===== src/mi_mul.sv =====
`timescale 1ns / 1ps
// ----------------------------------------------------------------------------
// mi_mul
// Shared 33x33 signed multiplier with registered product.
// ----------------------------------------------------------------------------
module mi_mul (
  input  logic               clk,
  input  logic signed [32:0] a,
  input  logic signed [32:0] b,
  output logic signed [65:0] p
);

  always_ff @(posedge clk) begin
    p <= a * b;
  end

endmodule


===== config.mk =====
export PLATFORM = sky130hd
export DESIGN_NAME = mi_mul
export DESIGN_NICKNAME = d
export VERILOG_FILES = /design/src/mi_mul.sv
export SDC_FILE = /design/constraint.sdc
export NUM_CORES = 2
export LEC_CHECK = 0
export BUFFER_PORTS_ARGS = -buffer_cell sky130_fd_sc_hd__buf_2
export CAP_MARGIN = 20
export CORE_ASPECT_RATIO = 0.75
export CORE_UTILIZATION = 50
export DETAILED_ROUTE_END_ITERATION = 16
export PLACE_DENSITY_LB_ADDON = 0.05
export SYNTH_ARGS = -nofsm -noshare
export SYNTH_HDL_FRONTEND = slang
export SYNTH_SLANG_ARGS = --single-unit

===== constraint.sdc =====
create_clock -name clk -period 8 [get_ports clk]
set_input_delay 0 -clock clk [delete_from_list [all_inputs] [get_ports clk]]
set_output_delay 0 -clock clk [all_outputs]
set_load 0.005 [all_outputs]

# Word-level counts from Yosys, hierarchy flattened
# Index checks and enable logic that the tools add are counted.
[totals]
register_bits = 66
word_cells = 2
input_bits = 67
[op_classes]
mul = 1
[ops]
columns = ["op", "count"]
rows = [
  ["$mul A33 B33 Y66", 1],
]

# Logic depth before layout (Yosys ltp)
[depth]
depth_word = 1
mapped_depth = 27
mapped_depth_nobuf = 26

# Least setup slack after synthesis
# OpenSTA, ideal clock, no wires.
[synth_timing]
path_kind = "input-to-reg"
start = "input a[32]"
end = "register p[62]"
t_arrival_ps = 7157
required_time_ps = 7921
path_slack_ps = 764
stages = 23
path_cell_list = "clkbuf_1 nand2_1 inv_1 fa_1 fa_1 fa_1 fa_1 fa_1 fa_1 fa_1 inv_1 fa_1 inv_1 ha_1 clkbuf_1 and3_1 nand3_1 nand2b_1 a2111oi_4 a211oi_4 a21o_2 a21o_1 a211oi_2"
[synth_via]
elab_chain_cells = 1
[synth_lines]
columns = ["element", "line", "rtl"]
rows = [
  ["start: declaration", "8", "input logic signed [32:0] a,"],
  ["$mul A33 B33 Y66", "14", "p <= a * b;"],
  ["end signal: assignment", "14", ""],
  ["end: declaration", "10", "output logic signed [65:0] p"],
]
# Every way passes these cells.

# Final worst setup path
[layout_timing]
start = "input b[3]"
end = "register p[58]"
[layout_via]
elab_chain_cells = 1
[layout_lines]
columns = ["element", "line", "rtl"]
rows = [
  ["start: declaration", "9", "input logic signed [32:0] b,"],
  ["$mul A33 B33 Y66", "14", ""],
]
# Every way passes these cells.

==> summary.md <==
| Metric | Value |
|---|---|
| CTS Buffer Depth | 2 |
| Final wirelength | 121000 µm |
| Number of CTS-inserted buffers | 9 |
| Largest net degree at the start of global routing | 34 |
| Top-area cell type share of the netlist area | 0.563 |
| # hold bufs at CTS | 0 |
| Max FFs per register | 66 |
| Vias per std cell | 5.17 |
| Setup violators final | 0 |
| Hold Path Class | input pin to register |
| DR pass1 iterations | 5 |
| First DRT Iteration DRCs | 2313 |
| Place WS | 306 ps |
| Register area share after synthesis | 0.0324 |
| Core Footprint | 80500 µm² |
| Root buffer cell | clkbuf_16 |
| Hpwl dp | 103000 µm |
| Global route hottest layer | met1 |
| Max-slew violation count | 0 |
| Ys async rst share | 0 |
| Largest Register | p |
| Outcome | completed |
| Crit. End Element | register |
| Total die area | 82600 µm² |
| Nets@finish | 5792 |
| Share of cells above drive strength 1 | 0.0659 |
| I/O Buffers | 132 |
| Worst slew pin tran | 907 ps |
| Initial Utilization | 0.506 |
| Grt met1 use | 0.530 |
| Postcts setup bufs | 0 |
| Number of synthesized flops with an enable pin | 0 |
| All-layer global routing usage | 0.314 |
| Placed inst area | 42700 µm² |
| Setup ws final | 552 ps |
| Horiz. Die Dim | 332 µm |
| Most used DFF post-synth | dfxtp_1 |
| Crit path launch type | input pin |
| CTS tree | yes |
| Library cells used by synthesis | 80 |
| Synthesized Nets | 5767 |
| Post-route DRC | 0 |
| DR WL/cell | 22.4 µm |
| Grt met2 use | 0.371 |
| Vias in the first global route | 30000 |
| Row cnt | 90 |
| Maximum fanout along the worst path | 29 |
| Final Critical Period | 7450 ps |
| Synth Cell Area | 40700 µm² |
| Layout fillers | 7522 |
| Util after Layout | 0.534 |
| Met3 Usage GRT | 0.130 |
| Htree depth | 3 |
| First-pass GRT wire length | 193000 µm |
| Synth area leader | fa_1 |
| CTS Sinks | 66 |
| Endpoints failing hold | 0 |
| Cells after synthesis | 4338 |
| Initial antenna violation count | 8 |
| CTS clk-pin slew, worst paths | 60 ps |
| Data required, critical path | 8230 ps |
| Crit path kind | input pin to register |
| Die outline height | 249 µm |
| Yosys warning total | 0 |
| I/O Pins | 133 |
| Hold-critical path depth | 3 |
| Area contributors post-synth | fa_1, inv_1, and2_1, ha_1, nand2_1 |
| CP Data Arrival Time | 7680 ps |
| Setup tns final | 0 ps |
| ANT nets after route | 0 |
| Fmax | 134 MHz |
| Routability congestion estimate from global placement | 0.917 |
| Total grt overflow | 0 |
| Syn-to-layout area delta | 5.56% |
| Unrepaired setup endpoints after global routing | no |
| Register bit count reported by yosys | 66 |
| Syn avg cell area | 9.39 µm² |
| Final instance area | 43000 µm² |
| CTS-repair resized insts | 0 |
| Maximum capacitance violations | 0 |
| Slew HR | 0.395 |
| Regs by FF count | p (66) |
| Via Count | 28100 |
| Final period util | 0.931 |
Yosys cell counts, drive strengths merged (5+ instances only):
| master | instances |
|---|---|
| fa | 1145 |
| inv | 1131 |
| and2 | 563 |
| nand2 | 551 |
| ha | 217 |
| clkbuf | 208 |
| nor2 | 68 |
| dfxtp | 66 |
| a21oi | 61 |
| xnor2 | 43 |
| a21o | 38 |
| o21ai | 33 |
| nand3 | 26 |
| xor2 | 25 |
| buf | 13 |
| nand2b | 12 |
| nand4 | 12 |
| a211oi | 11 |
| o21bai | 11 |
| a31oi | 9 |
| nor3 | 7 |
| o31ai | 7 |
| a211o | 6 |
| and3 | 6 |
| o21a | 6 |
| and4 | 5 |
| nor2b | 5 |
| o211ai | 5 |
metrics by stage:
step / cells / hold WS (ps)
global route: 5426 / 381
detailed placement: 5410 / 374
floorplan: 4338 / 127
CTS: 5426 / 327
finish: 5428 / 357
global placement: 5410 / 376
routing by layer:
layer | vias up | share of wire | wire [µm]
met1 | 14500 | 0.51 | 61600
li1 | 12400 | - | -
met4 | 10 | 0.0062 | 755
met2 | 1187 | 0.35 | 42500
met5 | - | 0.00053 | 64
met3 | 44 | 0.14 | 16600
worst max-delay path: stages:
cell and delay, ps:
buf_2 550, nand2_1 170, fa_1 540, fa_1 500
inv_1 50, fa_1 530, inv_1 70, fa_1 520
inv_1 50, fa_1 480, fa_1 530, fa_1 500
inv_1 50, fa_1 690, inv_1 80, ha_1 390
a21oi_1 350, o21ai_1 160, a311o_1 330, a31o_1 270
a211oi_4 390, a21oi_2 130, nor4b_2 260, a311oi_1 70
layout make-up:
type / instances / area (µm²) / area share
Tap cell: 1058 / 1320 / 0.0308
Inverter: 1131 / 4250 / 0.0987
Clock buffer: 9 / 225 / 0.00524
Sequential cell: 66 / 1320 / 0.0307
Multi-Input combinational cell: 2920 / 34300 / 0.798
Clock inverter: 7 / 76.3 / 0.00178
Antenna cell: 2 / 5.00 / 0.000116
Timing Repair Buffer: 235 / 1480 / 0.0345
cell usage in the layout (no fill, tap or decap), types with 8 or more instances in the layout:
cell type  count
a21oi_1       57
xor2_1        25
buf_4         99
nand2_1      551
nand4_1       11
and2_1       562
o21ai_0       25
a31oi_1        8
a21o_1        36
nor2_1        68
nand3_1       25
fa_1        1145
xnor2_1       43
buf_2        132
clkbuf_16      9
inv_1       1131
o21bai_1      11
nand2b_1      12
dfxtp_1       66
ha_1         217
final timing paths:
check,start,to
setup / recovery,b[3],p[58]
hold / removal,b[0],p[0]
cell families (layout without fill, tap and decap cells):
family | Yosys count | in the layout | share of synthesized area
fa+ha+maj | 1362 | 1362 | 0.629
xor+xnor | 68 | 68 | 0.0146
simple gates | 1271 | 1271 | 0.158
other cells | 0 | 2 | 0
flops | 66 | 66 | 0.0324
compound gates | 219 | 219 | 0.0407
buf+inv | 1352 | 1382 | 0.125
Power is left out: the tool's default activity adds up to more than one toggle a clock period on the data nets, which glitch-free logic cannot reach.
