--- src/mi_div.sv ---
`timescale 1ns / 1ps
// ----------------------------------------------------------------------------
// mi_div
// Unsigned 128-bit restoring divider, one quotient bit per cycle.
// ----------------------------------------------------------------------------
module mi_div (
  input  logic         clk,
  input  logic         rst,
  input  logic         start,
  input  logic [127:0] num,
  input  logic [127:0] den,
  output logic         done,
  output logic [127:0] quot
);

  logic         running;
  logic [6:0]   count;
  logic [127:0] rem;
  logic [127:0] dvs;
  logic [128:0] shifted;
  logic [128:0] diff;

  assign shifted = {rem, quot[127]};
  assign diff    = shifted - {1'b0, dvs};

  always_ff @(posedge clk) begin
    if (rst) begin
      running <= 1'b0;
      done    <= 1'b0;
      count   <= '0;
    end else begin
      done <= 1'b0;
      if (start) begin
        running <= 1'b1;
        count   <= '1;
      end else if (running) begin
        count <= count - 7'd1;
        if (count == '0) begin
          running <= 1'b0;
          done    <= 1'b1;
        end
      end
    end
  end

  // quotient register doubles as the numerator shift register
  always_ff @(posedge clk) begin
    if (start) begin
      rem  <= '0;
      dvs  <= den;
      quot <= num;
    end else if (running) begin
      if (!diff[128]) begin
        rem  <= diff[127:0];
        quot <= {quot[126:0], 1'b1};
      end else begin
        rem  <= shifted[127:0];
        quot <= {quot[126:0], 1'b0};
      end
    end
  end

endmodule

--- config.mk ---
export PLATFORM = sky130hd
export DESIGN_NAME = mi_div
export DESIGN_NICKNAME = d
export VERILOG_FILES = /design/src/mi_div.sv
export SDC_FILE = /design/constraint.sdc
export NUM_CORES = 1
export LEC_CHECK = 0
export ABC_AREA = 1
export BUFFER_PORTS_ARGS = -buffer_cell sky130_fd_sc_hd__clkbuf_2
export CORE_UTILIZATION = 35
export DETAILED_ROUTE_END_ITERATION = 8
export GPL_TIMING_DRIVEN = 0
export PLACE_DENSITY = 0.61
export SLEW_MARGIN = 5
export SYNTH_ARGS = -nofsm -noshare
export SYNTH_HDL_FRONTEND = slang
export SYNTH_SLANG_ARGS = --single-unit
--- constraint.sdc ---
create_clock -name clk -period 4.5 [get_ports clk]
set_clock_uncertainty 0.05 [all_clocks]
set_input_delay 0.675 -clock clk [delete_from_list [all_inputs] [get_ports clk]]
set_output_delay 0.675 -clock clk [all_outputs]
set_load 0.01 [all_outputs]
# After elaboration in Yosys (flattened, before gate mapping)

Index checks and enable logic that the tools add are counted.

Bits in registers: 393
Input bits: 259

$add $sub $neg: 2
Multiplexer cells: 10
Bitwise operators: 1
Reductions and logical operators: 3

Operator list:

| operator                                          | count |
|---|---|
| 2-to-1 mux 128 bit                                | 3 |
| subtractor 129 x 128 -> 129 bit                   | 1 |
| 2-to-1 mux 7 bit                                  | 2 |
| zero test 7 bit                                   | 1 |
| subtractor 7 x 1 -> 7 bit (second input constant) | 1 |
| 2-to-1 mux 1 bit                                  | 5 |
| OR reduction 3 bit                                | 1 |
| nonzero test 2 bit                                | 1 |
| inverter 1 bit                                    | 1 |

# Logic depth before layout (Yosys ltp)

Depth after elaboration: 4
Gate-level depth with buffers: 23

# Least setup slack after synthesis

OpenSTA, ideal clock, no wires.

Path kind: in2reg
From: input start
To: register count[0]
Setup time: 80 ps
Arrival time: 4,098 ps
Data required time: 4,370 ps
Setup slack: 272 ps
Stages: 6
Path buffers: 2
Path through: clkbuf_1 -> nor2_1 -> clkbuf_1 -> inv_1 -> o21ai_0 -> a21oi_1

Cells in the longest elaborated chain, start to end: 1
Elaborated cells between the ends (all ways): 2
Classes of those cells: 1 x mux; 1 x reduce/logical

Ends and longest elaborated chain:

| what                                                          | line | source |
|---|---|---|
| start, declared                                               | 9    | `input logic start,` |
| 2-to-1 mux 7 bit / nonzero test 2 bit (equally long branches) | -    |  |
| end signal, assigned                                          | 37   | `count <= count - 7'd1;` |
| end, declared                                                 | 17   | `logic [6:0] count;` |

Several ways; a longest one is shown, not always the timed one.
A chain may end at the register's enable or synchronous reset.

# Worst setup path in the final report

From: register quot[127]
To: register rem[112]

Cells in the longest elaborated chain, start to end: 2

Ends and longest elaborated chain:

| what                            | line | source |
|---|---|---|
| start, declared                 | 13   | `output logic [127:0] quot` |
| start signal, assigned          | 51   | `quot <= num;` |
| start signal, assigned          | 55   | `quot <= {quot[126:0], 1'b1};` |
| start signal, assigned          | 58   | `quot <= {quot[126:0], 1'b0};` |
| subtractor 129 x 128 -> 129 bit | 24   | `assign diff = shifted - {1'b0, dvs};` |
| 2-to-1 mux 128 bit              | 53   | `if (!diff[128]) begin` |
| end signal, assigned            | 54   | `rem <= diff[127:0];` |
| end signal, assigned            | 57   | `rem <= shifted[127:0];` |
| end, declared                   | 18   | `logic [127:0] rem;` |

Every way passes these cells.

==> summary.txt <==
Layout
  • Non-Filler Instances: roughly 6700
  • # fillers: just under 10000
  • Synth-to-Final Area Change: 16.4%
  • Nets: 5897
  • Post-layout util: 41.3%
  • Share of layout cells above drive strength 1: a little under an eighth

Global routing
  • GR Util met3: 4.39%
  • GR Util All Layers: between 20 and 30%
  • GR Util met1: about a third
  • Global route hottest layer: met2
  • M2 GR Usage: 43.0%
  • Largest net degree at the start of global routing: between 60 and 70
  • Global-route wire length before repair: 174000 um
  • Vias in the first global route: ~29000
  • Initial antenna violation count: 6
  • Grt total ovfl: 0

Logic synthesis
  • Mean Syn Cell Area: approximately 6.1 um^2
  • Async SR Flop Fraction: 0%
  • Cells after Synth: approximately 5100
  • Count leader, synth: nand2_1
  • Synth top area cells: nand2_1 28%, edfxtp_1 25%, inv_1 14%, dfxtp_1 8.9%, ha_1 5.3%
  • Post-synth EDFFs: 256
  • Post-Syn Area: just over 30000 um^2
  • Netlist cell types: 39
  • Syn nets: between 5000 and 6000
  • Synth top cells by count: 2323 x nand2_1, 1179 x inv_1, 307 x nor2_1
  • Fraction of the yosys area taken by sequential cells: about a third
  • Yosys top cell area share: between 20% and 30%
  • #FFs+latches synth: between 300 and 400
  • Most common flop cell mapped by yosys: edfxtp_1
  • Area leader, netlist: nand2_1
  • Synth Warn #: 0

STA
  • Fin. max-slew vios: 0
  • F_max: 257 MHz
  • Hold Vio Cnt, Final: 0
  • Hold WS: between 0.15 and 0.2 ns
  • Slew headroom: 42.3%
  • Tmin final: approximately 3.9 ns
  • Slew @ Worst Pin: ~0.86 ns
  • # setup viols final: 0
  • Unrepaired setup endpoints after global routing: no
  • Setup TNS: 0 ns
  • Final period utilization: ~86%

Setup path
  • Crit-path leading delay family: simple AND/OR/NAND/NOR gates
  • Worst path max stage delay: approximately 0.43 ns
  • Crit start category: flop
  • WP data required: 4.97 ns
  • Slowest cell on crit path: fa_1
  • CP Capture Type: flop
  • Crit path buf inv count: 4
  • CP max FO: 10
  • CP cell instances: inv_1, ha_1, fa_1, inv_1, nand2_1, nand2_1, nand3_1, nand2_2, nand2_1, nand2_1, nand2_1, nand2_2, nand2_1, nand2_2, nand2_2, nand2_2, nand2_4, nand2_4, buf_6, buf_4, nand2_1, nand3_2, nand2_1
  • CP Class: reg -> reg
  • Most frequent CP cell: nand2_1
  • WP data arrival: 4.36 ns

Clocking
  • Clock Latency Late Sink: around 0.63 ns
  • Post-CTS Resized: 0
  • CTS H-tree depth: 2
  • Post-CTS setup buffers: 0
  • Clock Tree Buf Depth: 3
  • Cts bufs inserted: 48
  • Clk sinks: between 300 and 400
  • Cts hold-fix bufs: 0
  • Root Buffer: clkbuf_16
  • Clock slew at reported path FFs: roughly 0.06 ns
  • CTS tree: yes

Placed design
  • Placer congestion estimate: between 1 and 1.5
  • IO buf count: ~390
  • Detailed placer's ending HPWL: a little under 100000 um
  • Cells after DPL: 6612

Floorplanning
  • Full die area: between 80000 and 90000 um^2
  • Die Wd: roughly 300 um
  • I/O pins: 388
  • Starting Density: a little over a third
  • Row Count: 108
  • Core area: ~87000 um^2
  • Chip height: ~300 um

Routing
  • DRT Wirelength: 118000 um
  • # DRC: 0
  • Via density: between 4 and 5
  • Drt wl/cell: roughly 18 um
  • Detail Route Antenna Nets: 0
  • Router iterations before antenna repair: 5
  • Vias: 30500
  • DR iter-0 viols: 2257

Power
  • Pwr Density: roughly 260 nW/um^2
  • Leak: between 0.02 and 0.025 uW
  • Total Power: ~9400 uW
  • Max rail drop VDD: roughly 0.33 mV

Outcome
  • Status: finished clean

Job
  • MaxCap Viol Count: 0

Worst hold path
  • Min-delay worst type: in -> reg
## layout make-up
type / instances / area (um^2) / area share (%)
Clock inverter: 26 / 312 / 0.866
Tap cell: 1155 / 1450 / 4.02
Buffer: 85 / 543 / 1.51
Sequential cell: 393 / 10400 / 29.0
Clock buffer: 64 / 1300 / 3.62
Antenna cell: 2 / 5.00 / 0.0139
Inverter: 1190 / 4470 / 12.4
Multi-Input combinational cell: 3400 / 15500 / 43.0
Timing Repair Buffer: 389 / 2000 / 5.56
## sequential cells by signal, indices dropped and copies added, names as in the netlist
signal / count
dvs: 128
quot: 128
rem: 128
count: 7
done: 1
running: 1
## cell families (layout without fill, tap and decap cells)
| group | after synthesis | in the layout | share of synthesized area (%) |
|---|---|---|---|
| fa+ha+maj | 131 | 131 | 5.33 |
| buf+inv | 1275 | 1754 | 16.2 |
| simple gates | 3059 | 3059 | 40.5 |
| other cells | 0 | 2 | 0 |
| xor+xnor | 64 | 64 | 1.81 |
| compound gates | 146 | 146 | 2.43 |
| flops | 393 | 393 | 33.7 |
## placed cells by master (no fill, tap or decap), drive strengths merged, types with 35 or more instances in the layout
| cell | synthesis | layout |
|---|---|---|
| nand2 | 2420 | 2420 |
| inv | 1187 | 1188 |
| clkbuf | 46 | 497 |
| nor2 | 322 | 322 |
| edfxtp | 256 | 256 |
| nand3 | 241 | 241 |
| dfxtp | 137 | 137 |
| ha | 130 | 130 |
| a21oi | 102 | 102 |
| xnor2 | 54 | 54 |
| buf | 39 | 41 |
| o21ai | 35 | 35 |
## where the power goes
part	total [uW]	switching (uW)	internal, uW
Sequential	4230	114	4120
Combinational	1220	804	414
Clock	3940	1610	2330
## routing by layer
| metal | share of wire, % | wire, um |
|---|---|---|
| met5 | 0.031 | 37 |
| met3 | 6.8 | 7960 |
| met2 | 45 | 53400 |
| met4 | 3.5 | 4170 |
| met1 | 44 | 52100 |
## per-stage QoR
step           instance area, um^2  setup WS [ns]
3_3_place_gp                 34300          -4.20
4_1_cts                      36000          0.650
5_1_grt                      36000          0.472
6_report                     36000          0.615
2_1_floorplan                30900          0.272
3_5_place_dp                 34400          0.681
## final timing paths
path,cells after the start,slack [ns],end,startpoint
hold / removal,1,0.17,dvs[125]$_DFFE_PP_,den[125]
setup / recovery,23,0.61,rem[112]$_SDFFE_PP0P_,quot[127]$_DFFE_PP_
setup reg to reg,23,0.61,rem[112]$_SDFFE_PP0P_,quot[127]$_DFFE_PP_
hold reg to reg,1,0.40,count[0]$_SDFFE_PP0P_,count[0]$_SDFFE_PP0P_
Note: power is estimated with default switching activity, not from simulation.
